### config.mk
export PLATFORM = sky130hd
export DESIGN_NAME = prime_modular_arithmetic_unit
export DESIGN_NICKNAME = d
export VERILOG_FILES = /design/src/sv/pmau_pkg.sv /design/src/sv/pmau_datapath.sv /design/src/sv/pmau_ctrl.sv /design/src/sv/prime_modular_arithmetic_unit.sv
export SDC_FILE = /design/constraint.sdc
export NUM_CORES = 2
export LEC_CHECK = 0
export BUFFER_PORTS_ARGS = -buffer_cell sky130_fd_sc_hd__buf_2
export CELL_PAD_IN_SITES_DETAIL_PLACEMENT = 1
export CELL_PAD_IN_SITES_GLOBAL_PLACEMENT = 1
export CORE_UTILIZATION = 45
export CTS_BUF_LIST = sky130_fd_sc_hd__clkbuf_16
export DETAILED_ROUTE_END_ITERATION = 7
export PLACE_DENSITY_LB_ADDON = 0.12
export SLEW_MARGIN = 10
export SYNTH_ARGS = -nofsm -noshare
export SYNTH_HDL_FRONTEND = slang
export SYNTH_SLANG_ARGS = --single-unit
### constraint.sdc
create_clock -name clk -period 13.5 [get_ports clk]
set_input_delay 0.675 -clock clk [delete_from_list [all_inputs] [get_ports clk]]
set_output_delay 0.675 -clock clk [all_outputs]
set_load 0.02 [all_outputs]
### src/sv/pmau_pkg.sv
// shared constants, codes and controller/datapath interface types for the modular unit
`default_nettype none

package pmau_pkg;

    localparam int unsigned ResW = 30;

    localparam logic [ResW-1:0] Modulus   = 30'd1000000007;
    localparam logic [ResW-1:0] FermatExp = 30'd1000000005;
    // floor(2^60 / modulus), the barrett reciprocal
    localparam logic [ResW:0]   BarrettMu = 31'((64'd1 << 60) / 64'd1000000007);

    // weights of bits 30 and 60 of a 64-bit magnitude, already reduced
    localparam logic [ResW-1:0] Pow30Mod = 30'((64'd1 << 30) % 64'd1000000007);
    localparam logic [ResW-1:0] Pow60Mod = 30'((64'd1 << 60) % 64'd1000000007);

    localparam logic [2:0] OP_ADD = 3'd0;
    localparam logic [2:0] OP_SUB = 3'd1;
    localparam logic [2:0] OP_MUL = 3'd2;
    localparam logic [2:0] OP_DIV = 3'd3;
    localparam logic [2:0] OP_POW = 3'd4;
    localparam logic [2:0] OP_INV = 3'd5;

    // phases of one modular multiply on the shared multiplier
    localparam logic [2:0] MM_IDLE = 3'd0;
    localparam logic [2:0] MM_PROD = 3'd1;
    localparam logic [2:0] MM_EST  = 3'd2;
    localparam logic [2:0] MM_QP   = 3'd3;
    localparam logic [2:0] MM_FIX  = 3'd4;

    localparam logic [2:0] SEL_A_B       = 3'd0;
    localparam logic [2:0] SEL_ACC_BASE  = 3'd1;
    localparam logic [2:0] SEL_BASE_BASE = 3'd2;
    localparam logic [2:0] SEL_A_ACC     = 3'd3;
    localparam logic [2:0] SEL_FOLD_A    = 3'd4;
    localparam logic [2:0] SEL_FOLD_B    = 3'd5;

    localparam logic [2:0] DST_RES  = 3'd0;
    localparam logic [2:0] DST_ACC  = 3'd1;
    localparam logic [2:0] DST_BASE = 3'd2;
    localparam logic [2:0] DST_RA   = 3'd3;
    localparam logic [2:0] DST_RB   = 3'd4;

    localparam logic [1:0] RES_ADD  = 2'd0;
    localparam logic [1:0] RES_SUB  = 2'd1;
    localparam logic [1:0] RES_ZERO = 2'd2;
    localparam logic [1:0] RES_ACC  = 2'd3;

    typedef struct packed {
        logic       load;
        logic       red_sign;
        logic       res_wr;
        logic [1:0] res_src;
        logic       set_bad;
        logic       pow_init;
        logic       pow_fermat;
        logic       pow_base_b;
        logic       exp_clr_lsb;
        logic       exp_shift;
        logic [2:0] mm_phase;
        logic [2:0] mm_sel;
        logic [2:0] mm_dst;
        logic       out_load;
    } pmau_cmd_t;

    typedef struct packed {
        logic [2:0] op;
        logic       b_neg;
        logic       exp_zero;
        logic       exp_lsb;
    } pmau_status_t;

endpackage

`default_nettype wire

### src/sv/pmau_datapath.sv
// datapath: operand folding, shared barrett multiplier, power registers and output register
`default_nettype none

module pmau_datapath (
    input  wire logic                   clk,
    input  wire logic                   rst_n,
    input  wire logic [2:0]             operation,
    input  wire logic signed [63:0]     operand_a,
    input  wire logic signed [63:0]     operand_b,
    input  wire pmau_pkg::pmau_cmd_t    cmd,
    output pmau_pkg::pmau_status_t      status,
    output logic [pmau_pkg::ResW-1:0]   residue,
    output logic                        bad_exponent
);
    import pmau_pkg::*;

    logic [2:0]      op_reg;
    logic [63:0]     braw_reg;
    logic [63:0]     mag_a_reg;
    logic [63:0]     mag_b_reg;
    logic            neg_a_reg;
    logic            neg_b_reg;
    logic [ResW-1:0] ra_reg;
    logic [ResW-1:0] rb_reg;
    logic [ResW-1:0] acc_reg;
    logic [ResW-1:0] base_reg;
    logic [ResW-1:0] res_reg;
    logic            bad_reg;
    logic [63:0]     exp_reg;
    logic [61:0]     mult_reg;
    logic [31:0]     plo_reg;
    logic [ResW-1:0] out_res_reg;
    logic            out_bad_reg;

    logic [63:0]     ua;
    logic [63:0]     ub;
    logic [63:0]     mag_a_in;
    logic [63:0]     mag_b_in;
    logic [ResW:0]   sum_w;
    logic [ResW:0]   diff_w;
    logic [ResW-1:0] add_val;
    logic [ResW-1:0] sub_val;
    logic [63:0]     fold_mag;
    logic [33:0]     fold_top;
    logic [ResW:0]   mul_x;
    logic [ResW:0]   mul_y;
    logic [61:0]     mul_add;
    logic [61:0]     mul_out;
    logic [31:0]     r0;
    logic [31:0]     r1;
    logic [31:0]     r2;
    logic [ResW-1:0] fix_val;

    localparam logic [31:0] Mod32 = {2'b00, Modulus};

    function automatic logic [ResW-1:0] fix_sign(input logic [ResW-1:0] r, input logic neg);
        logic [ResW-1:0] v;
        v = r;
        if (neg && (r != '0))
        begin
            v = Modulus - r;
        end
        return v;
    endfunction

    always_comb
    begin
        ua       = operand_a;
        ub       = operand_b;
        mag_a_in = ua[63] ? (~ua + 64'd1) : ua;
        mag_b_in = ub[63] ? (~ub + 64'd1) : ub;

        sum_w   = {1'b0, ra_reg} + {1'b0, rb_reg};
        add_val = (sum_w >= {1'b0, Modulus}) ? ResW'(sum_w - {1'b0, Modulus}) : sum_w[ResW-1:0];
        diff_w  = {1'b0, ra_reg} - {1'b0, rb_reg};
        sub_val = diff_w[ResW] ? ResW'(diff_w + {1'b0, Modulus}) : diff_w[ResW-1:0];

        // magnitude = top*2^60 + mid*2^30 + low, folded to below 2^58
        fold_mag = (cmd.mm_sel == SEL_FOLD_B) ? mag_b_reg : mag_a_reg;
        fold_top = {30'b0, fold_mag[63:60]} * {4'b0, Pow60Mod};

        mul_add = '0;
        unique case (cmd.mm_phase)
            MM_PROD:
            begin
                unique case (cmd.mm_sel)
                    SEL_A_B:
                    begin
                        mul_x = {1'b0, ra_reg};
                        mul_y = {1'b0, rb_reg};
                    end
                    SEL_ACC_BASE:
                    begin
                        mul_x = {1'b0, acc_reg};
                        mul_y = {1'b0, base_reg};
                    end
                    SEL_BASE_BASE:
                    begin
                        mul_x = {1'b0, base_reg};
                        mul_y = {1'b0, base_reg};
                    end
                    SEL_A_ACC:
                    begin
                        mul_x = {1'b0, ra_reg};
                        mul_y = {1'b0, acc_reg};
                    end
                    SEL_FOLD_A, SEL_FOLD_B:
                    begin
                        mul_x   = {1'b0, fold_mag[59:30]};
                        mul_y   = {1'b0, Pow30Mod};
                        mul_add = {28'b0, fold_top} + {32'b0, fold_mag[ResW-1:0]};
                    end
                    default:
                    begin
                        mul_x = '0;
                        mul_y = '0;
                    end
                endcase
            end
            // quotient estimate from the top bits of the product
            MM_EST:
            begin
                mul_x = mult_reg[59:29];
                mul_y = BarrettMu;
            end
            MM_QP:
            begin
                mul_x = mult_reg[61:31];
                mul_y = {1'b0, Modulus};
            end
            default:
            begin
                mul_x = '0;
                mul_y = '0;
            end
        endcase
        mul_out = {31'b0, mul_x} * {31'b0, mul_y};

        // barrett remainder is below three times the modulus
        r0      = plo_reg - mult_reg[31:0];
        r1      = (r0 >= Mod32) ? (r0 - Mod32) : r0;
        r2      = (r1 >= Mod32) ? (r1 - Mod32) : r1;
        fix_val = r2[ResW-1:0];
    end

    always_ff @(posedge clk or negedge rst_n)
    begin
        if (!rst_n)
        begin
            op_reg      <= '0;
            braw_reg    <= '0;
            mag_a_reg   <= '0;
            mag_b_reg   <= '0;
            neg_a_reg   <= 1'b0;
            neg_b_reg   <= 1'b0;
            ra_reg      <= '0;
            rb_reg      <= '0;
            acc_reg     <= '0;
            base_reg    <= '0;
            res_reg     <= '0;
            bad_reg     <= 1'b0;
            exp_reg     <= '0;
            mult_reg    <= '0;
            plo_reg     <= '0;
            out_res_reg <= '0;
            out_bad_reg <= 1'b0;
        end
        else
        begin
            if (cmd.load)
            begin
                op_reg    <= operation;
                braw_reg  <= ub;
                mag_a_reg <= mag_a_in;
                mag_b_reg <= mag_b_in;
                neg_a_reg <= ua[63];
                neg_b_reg <= ub[63];
                ra_reg    <= '0;
                rb_reg    <= '0;
                bad_reg   <= 1'b0;
            end
            if (cmd.red_sign)
            begin
                ra_reg <= fix_sign(ra_reg, neg_a_reg);
                rb_reg <= fix_sign(rb_reg, neg_b_reg);
            end
            if (cmd.res_wr)
            begin
                unique case (cmd.res_src)
                    RES_ADD:  res_reg <= add_val;
                    RES_SUB:  res_reg <= sub_val;
                    RES_ZERO: res_reg <= '0;
                    RES_ACC:  res_reg <= acc_reg;
                endcase
            end
            if (cmd.set_bad)
            begin
                bad_reg <= 1'b1;
            end
            if (cmd.pow_init)
            begin
                acc_reg  <= ResW'(1);
                base_reg <= cmd.pow_base_b ? rb_reg : ra_reg;
                exp_reg  <= cmd.pow_fermat ? {34'b0, FermatExp} : braw_reg;
            end
            if (cmd.exp_clr_lsb)
            begin
                exp_reg[0] <= 1'b0;
            end
            if (cmd.exp_shift)
            begin
                exp_reg <= exp_reg >> 1;
            end
            if ((cmd.mm_phase == MM_PROD) || (cmd.mm_phase == MM_EST) ||
                (cmd.mm_phase == MM_QP))
            begin
                mult_reg <= mul_out + mul_add;
            end
            if (cmd.mm_phase == MM_EST)
            begin
                plo_reg <= mult_reg[31:0];
            end
            if (cmd.mm_phase == MM_FIX)
            begin
                unique case (cmd.mm_dst)
                    DST_RES:  res_reg  <= fix_val;
                    DST_ACC:  acc_reg  <= fix_val;
                    DST_BASE: base_reg <= fix_val;
                    DST_RA:   ra_reg   <= fix_val;
                    DST_RB:   rb_reg   <= fix_val;
                    default:  res_reg  <= fix_val;
                endcase
            end
            if (cmd.out_load)
            begin
                out_res_reg <= res_reg;
                out_bad_reg <= bad_reg;
            end
        end
    end

    assign status.op       = op_reg;
    assign status.b_neg    = braw_reg[63];
    assign status.exp_zero = (exp_reg == '0);
    assign status.exp_lsb  = exp_reg[0];

    assign residue      = out_res_reg;
    assign bad_exponent = out_bad_reg;

`ifndef SYNTHESIS
    assert property (@(posedge clk) disable iff (!rst_n)
        cmd.red_sign |=> (ra_reg < Modulus) && (rb_reg < Modulus))
        else $error("operand reduction left the residue range");

    assert property (@(posedge clk) disable iff (!rst_n)
        (cmd.mm_phase == MM_PROD) |=> (mult_reg[61:60] == 2'b00))
        else $error("multiplier output above the barrett input range");

    assert property (@(posedge clk) disable iff (!rst_n)
        (cmd.mm_phase == MM_FIX) |-> (fix_val < Modulus))
        else $error("barrett correction did not reach the residue range");
`endif

endmodule

`default_nettype wire

### src/sv/pmau_ctrl.sv
// controller: sequences reduction, dispatch, square-and-multiply and result handoff
`default_nettype none

module pmau_ctrl (
    input  wire logic                   clk,
    input  wire logic                   rst_n,
    input  wire logic                   in_valid,
    output logic                        in_ready,
    output logic                        out_valid,
    input  wire logic                   out_ready,
    input  wire pmau_pkg::pmau_status_t status,
    output pmau_pkg::pmau_cmd_t         cmd
);
    import pmau_pkg::*;

    localparam logic [3:0] S_IDLE     = 4'd0;
    localparam logic [3:0] S_SIGN     = 4'd2;
    localparam logic [3:0] S_DISPATCH = 4'd3;
    localparam logic [3:0] S_PCHK     = 4'd4;
    localparam logic [3:0] S_M1       = 4'd5;
    localparam logic [3:0] S_M2       = 4'd6;
    localparam logic [3:0] S_M3       = 4'd7;
    localparam logic [3:0] S_M4       = 4'd8;
    localparam logic [3:0] S_DONE     = 4'd9;

    logic [3:0]      state_reg;
    logic [3:0]      state_next;
    logic [2:0]      sel_reg;
    logic [2:0]      sel_next;
    logic [2:0]      dst_reg;
    logic [2:0]      dst_next;
    logic            out_valid_reg;
    logic            out_valid_next;

    always_comb
    begin
        cmd        = '0;
        state_next = state_reg;
        sel_next   = sel_reg;
        dst_next   = dst_reg;

        unique case (state_reg)
            S_IDLE:
            begin
                if (in_valid)
                begin
                    // operand a is folded and reduced first, then operand b
                    cmd.load   = 1'b1;
                    sel_next   = SEL_FOLD_A;
                    dst_next   = DST_RA;
                    state_next = S_M1;
                end
            end
            S_SIGN:
            begin
                cmd.red_sign = 1'b1;
                state_next   = S_DISPATCH;
            end
            S_DISPATCH:
            begin
                unique case (status.op)
                    OP_ADD:
                    begin
                        cmd.res_wr  = 1'b1;
                        cmd.res_src = RES_ADD;
                        state_next  = S_DONE;
                    end
                    OP_SUB:
                    begin
                        cmd.res_wr  = 1'b1;
                        cmd.res_src = RES_SUB;
                        state_next  = S_DONE;
                    end
                    OP_MUL:
                    begin
                        sel_next   = SEL_A_B;
                        dst_next   = DST_RES;
                        state_next = S_M1;
                    end
                    OP_DIV:
                    begin
                        cmd.pow_init   = 1'b1;
                        cmd.pow_fermat = 1'b1;
                        cmd.pow_base_b = 1'b1;
                        state_next     = S_PCHK;
                    end
                    OP_POW:
                    begin
                        if (status.b_neg)
                        begin
                            cmd.set_bad = 1'b1;
                            cmd.res_wr  = 1'b1;
                            cmd.res_src = RES_ZERO;
                            state_next  = S_DONE;
                        end
                        else
                        begin
                            cmd.pow_init = 1'b1;
                            state_next   = S_PCHK;
                        end
                    end
                    OP_INV:
                    begin
                        cmd.pow_init   = 1'b1;
                        cmd.pow_fermat = 1'b1;
                        state_next     = S_PCHK;
                    end
                    default:
                    begin
                        cmd.res_wr  = 1'b1;
                        cmd.res_src = RES_ZERO;
                        state_next  = S_DONE;
                    end
                endcase
            end
            S_PCHK:
            begin
                priority if (status.exp_zero)
                begin
                    if (status.op == OP_DIV)
                    begin
                        sel_next   = SEL_A_ACC;
                        dst_next   = DST_RES;
                        state_next = S_M1;
                    end
                    else
                    begin
                        cmd.res_wr  = 1'b1;
                        cmd.res_src = RES_ACC;
                        state_next  = S_DONE;
                    end
                end
                else if (status.exp_lsb)
                begin
                    // multiply into the accumulator; the square follows unless the exponent is now zero
                    cmd.exp_clr_lsb = 1'b1;
                    sel_next        = SEL_ACC_BASE;
                    dst_next        = DST_ACC;
                    state_next      = S_M1;
                end
                else
                begin
                    cmd.exp_shift = 1'b1;
                    sel_next      = SEL_BASE_BASE;
                    dst_next      = DST_BASE;
                    state_next    = S_M1;
                end
            end
            S_M1:
            begin
                cmd.mm_phase = MM_PROD;
                cmd.mm_sel   = sel_reg;
                state_next   = S_M2;
            end
            S_M2:
            begin
                cmd.mm_phase = MM_EST;
                state_next   = S_M3;
            end
            S_M3:
            begin
                cmd.mm_phase = MM_QP;
                state_next   = S_M4;
            end
            S_M4:
            begin
                cmd.mm_phase = MM_FIX;
                cmd.mm_dst   = dst_reg;
                unique case (dst_reg)
                    DST_RES:
                    begin
                        state_next = S_DONE;
                    end
                    DST_RA:
                    begin
                        sel_next   = SEL_FOLD_B;
                        dst_next   = DST_RB;
                        state_next = S_M1;
                    end
                    DST_RB:
                    begin
                        state_next = S_SIGN;
                    end
                    default:
                    begin
                        state_next = S_PCHK;
                    end
                endcase
            end
            S_DONE:
            begin
                // wait for a free output register
                if (!out_valid_reg || out_ready)
                begin
                    cmd.out_load = 1'b1;
                    state_next   = S_IDLE;
                end
            end
            default:
            begin
                state_next = S_IDLE;
            end
        endcase

        if (cmd.out_load)
        begin
            out_valid_next = 1'b1;
        end
        else if (out_ready)
        begin
            out_valid_next = 1'b0;
        end
        else
        begin
            out_valid_next = out_valid_reg;
        end
    end

    always_ff @(posedge clk or negedge rst_n)
    begin
        if (!rst_n)
        begin
            state_reg     <= S_IDLE;
            sel_reg       <= SEL_A_B;
            dst_reg       <= DST_RES;
            out_valid_reg <= 1'b0;
        end
        else
        begin
            state_reg     <= state_next;
            sel_reg       <= sel_next;
            dst_reg       <= dst_next;
            out_valid_reg <= out_valid_next;
        end
    end

    assign in_ready  = (state_reg == S_IDLE);
    assign out_valid = out_valid_reg;

`ifndef SYNTHESIS
    assert property (@(posedge clk) disable iff (!rst_n)
        cmd.out_load |-> (!out_valid_reg || out_ready))
        else $error("result overwrote an output transaction not yet taken");

    assert property (@(posedge clk) disable iff (!rst_n)
        (in_valid && in_ready) |=> (state_reg == S_M1) && (dst_reg == DST_RA))
        else $error("accepted transaction did not start reduction");

    assert property (@(posedge clk) disable iff (!rst_n)
        (state_reg == S_M1) |=> ((state_reg == S_M2) ##1 (state_reg == S_M3)))
        else $error("modular multiply phases out of order");
`endif

endmodule

`default_nettype wire

### src/sv/prime_modular_arithmetic_unit.sv
// top level of the modular arithmetic unit modulo 1000000007
//
//  channel  direction  handshake            payload
//  input    in         in_valid/in_ready    operation, operand_a, operand_b
//  output   out        out_valid/out_ready  residue, bad_exponent
//
// one transaction at a time; after input accept each operand is folded and barrett-reduced
// on the shared multiplier, then sign fix and dispatch; add, subtract, negative exponent and
// unused codes then finish, multiply adds one modular multiply, power one square per exponent
// shift and one multiply per set bit, inverse raises to modulus-2 and divide multiplies by it
// in_ready returns with out_valid; a new transaction can be taken while a result waits
// rst_n clears all registers asynchronously; no clearing pass is needed
`default_nettype none

module prime_modular_arithmetic_unit (
    input  wire logic                 clk,
    input  wire logic                 rst_n,
    input  wire logic                 in_valid,
    output logic                      in_ready,
    input  wire logic [2:0]           operation,
    input  wire logic signed [63:0]   operand_a,
    input  wire logic signed [63:0]   operand_b,
    output logic                      out_valid,
    input  wire logic                 out_ready,
    output logic [pmau_pkg::ResW-1:0] residue,
    output logic                      bad_exponent
);
    import pmau_pkg::*;

    pmau_cmd_t    cmd;
    pmau_status_t status;

    pmau_ctrl u_ctrl (
        .clk       (clk),
        .rst_n     (rst_n),
        .in_valid  (in_valid),
        .in_ready  (in_ready),
        .out_valid (out_valid),
        .out_ready (out_ready),
        .status    (status),
        .cmd       (cmd)
    );

    pmau_datapath u_datapath (
        .clk          (clk),
        .rst_n        (rst_n),
        .operation    (operation),
        .operand_a    (operand_a),
        .operand_b    (operand_b),
        .cmd          (cmd),
        .status       (status),
        .residue      (residue),
        .bad_exponent (bad_exponent)
    );

endmodule

`default_nettype wire

==> impl_metrics.py <==
metrics = {
    "run_status": {
        "status": "complete, but fails checks",
        "violations": "design-rule violations",
    },
    "clock_network": {
        "cts-root-buf": "clkbuf_16",
        "clk_pin_slew_ns": 0.06,
        "clock_latency_ns": 0.69,
        "tritoncts": "yes",
        "cts_max_path_buffers": 3,
        "cts_sinks": 546,
        "cts_inserted_buffers": 71,
        "htreeDepth": 3,
    },
    "route": {
        "firstDrtPassIters": 8,
        "ant_nets": 0,
        "wirelength_um": 289000,
        "drt_iter0_markers": 5870,
        "drcViolationCount": 3,
        "routedWlPerCell_um": 27.3,
        "highest_layer": "met5",
        "wl_met2_um": 131000,
        "wl_met3_um": 22900,
        "wl_met1_um": 121000,
        "num_vias": 63500,
        "viasPerCell": 5.99,
    },
    "cells_and_area": {
        "final_area_um2": 76900,
        "num-nets-final": 9924,
        "area_growth_pct": 10.1,
        "fillers": 18400,
        "fin_util_pct": 49.9,
        "drive_gt1_share_pct": 9.48,
    },
    "grt": {
        "grt_overflow_total": 0,
        "antenna_found_initial": 17,
        "grt_max_degree": 250,
        "grtUsageTotal_pct": 36.9,
        "grt_pass1_vias": 66400,
        "grt_pass1_wl_um": 432000,
    },
    "yosys": {
        "netlist_area_um2": 69900,
        "synthDistinctLibCells": 103,
        "yosysSeqAreaShare_pct": 19.6,
        "ys.warnings.count": 0,
        "synth_top_area_share_pct": 25.2,
        "yosysTopAreaCell": "fa_1",
        "synth.most_common_cell": "nand2_1",
        "synthFlopType": "dfrtp_1",
        "synthCells": 8382,
        "async_flop_share_pct": 100,
        "synth_seq_cells": 546,
        "synthTopCellsByCount": "nand2_1, inv_1, fa_1, dfrtp_1, o21ai_0",
        "synth_edf_count": 0,
        "avgSynthCellArea_um2": 8.33,
        "synth_top_cells_by_area": "fa_1, dfrtp_1, nand2_1, ha_1, inv_1",
    },
    "worst_setup_path": {
        "crit_type": "flop to flop",
        "cp_slowest_stage_delay_ns": 1.24,
        "critical_path.max_fanout": 26,
        "crit_path_frequent_cell": "buf_4",
        "cp-end-kind": "flop",
        "worst-endpoint-arrival_ns": 13.77,
        "crit_required_ns": 14.03,
        "slowest_stage": "a222oi_1",
        "setup.worst_path.start_class": "flop",
    },
    "die": {
        "die_area_um2": 157000,
        "start_util_pct": 45.3,
        "dieHeight_um": 396,
        "num_rows": 144,
        "io_pins": 168,
        "dieWidth_um": 396,
        "coreArea_um2": 154000,
    },
    "sta": {
        "clock.fmax_mhz": 75.6,
        "finalClockSkew_ns": 0.0484,
        "max_slew_margin_pct": 3.74,
        "whs_ns": 0.194,
        "final-max-slew-violation-count": 0,
        "finalCritPeriodShare_pct": 98.0,
        "worst_pin_slew_ns": 1.44,
        "finalCriticalPeriod_ns": 13.23,
        "hold_viol": 0,
        "setup-violations-final": 0,
    },
    "placement": {
        "io_buffers": 167,
        "gp_congestion": 0.993,
        "dpl_cell_area_um2": 74200,
        "hpwl_um": 232000,
    },
    "flow_run": {
        "drv_cap": 0,
    },
    "worst_hold_path": {
        "worstHoldPathType": "input pin to flop",
    },
}
==> area by class of cell <==
type                       count  area, um2  share of cell area [%]
clock inverter                54        504                   0.656
multi-input combinational   6272      50900                    66.2
timing repair buffer         475       3210                    4.18
sequential                   546      13700                    17.8
inverter                    1128       4230                    5.51
clock buffer                  71       1780                    2.31
antenna                        4       10.0                  0.0130
tap                         2044       2560                    3.33
==> worst max-delay path: cells and delay by family, from the launching register on <==
| family | cells | cell delay (ns) |
|---|---|---|
| compound gates | 16 | 5.54 |
| flops | 1 | 0.40 |
| xor+xnor | 1 | 0.15 |
| buf+inv | 15 | 1.80 |
| simple gates | 10 | 1.49 |
| fa+ha+maj | 9 | 3.69 |
==> through the flow <==
step | TNS, ns | setup slack, ns | instances
detailed placement | -1.69 | -0.633 | 10500
global placement | -1.05 | -0.405 | 10500
floorplan | 0 | 0.0142 | 8386
CTS | 0 | 0.00571 | 10600
finish | 0 | 0.267 | 10600
global route | -0.0737 | -0.0400 | 10600
==> metal layers <==
layer | global-route usage, % | up-vias
met2 | 58.3 | 2456
met3 | 6.63 | 609
met5 | 0 | -
li1 | - | 27700
met1 | 49.8 | 32700
met4 | 15.2 | 20
==> cells by family after synthesis <==
kind of cell / count (synthesis) / share of synthesized area [%]
compound gates: 1629 / 14.8
xor+xnor: 402 / 5.07
other cells: 2 / 0.0108
fa+ha+maj: 1295 / 32.6
mux: 129 / 1.98
simple gates: 2811 / 17.5
flops: 546 / 19.6
buf+inv: 1568 / 8.46
==> path summary, 6_finish.rpt <==
check	from	endpoint	slack [ns]	cells past startpoint
worst max-delay path	u_ctrl.state_reg[2]	u_datapath.mult_reg[57]	0.27	51
max in group asynchronous	rst_n	u_datapath.res_reg[14]	10.62	4
worst min register to register	u_datapath.mult_reg[16]	u_datapath.mult_reg[16]	0.47	2
min in group asynchronous	rst_n	u_datapath.mult_reg[37]	0.58	2
worst min-delay path	operation[2]	u_datapath.op_reg[2]	0.19	3
worst max register to register	u_ctrl.state_reg[2]	u_datapath.mult_reg[57]	0.27	51
==> repair_timing <==
item | in CTS | in global routing
resized for setup | 16 | 46
setup endpoints to repair | 6 | 10
hold endpoints to repair | 4 | 0
hold buffers | 1 | 0
pin swaps | 13 | 34
setup buffers | 10 | 5
==> layout by cell type (no fill, tap or decap), drive strengths merged, types with 30 or more instances in the layout <==
cell,n
nor4,44
xnor2,171
a222oi,54
a21o,78
buf,474
xor2,231
mux2i,53
ha,416
o21a,35
or4,35
nand4,34
o211ai,89
a31oi,92
nor2,445
dfrtp,546
or3,67
a211oi,30
a221oi,43
nand2b,42
nand2,1645
fa,879
nor3,87
inv,1146
clkbuf,71
a21oi,362
and3,99
mux2,76
o21bai,39
and2,64
nor2b,32
o31ai,61
o21ai,557
nand3,160
Power is left out: the tool's default activity adds up to more than one toggle a clock period on the data nets, which glitch-free logic cannot reach.
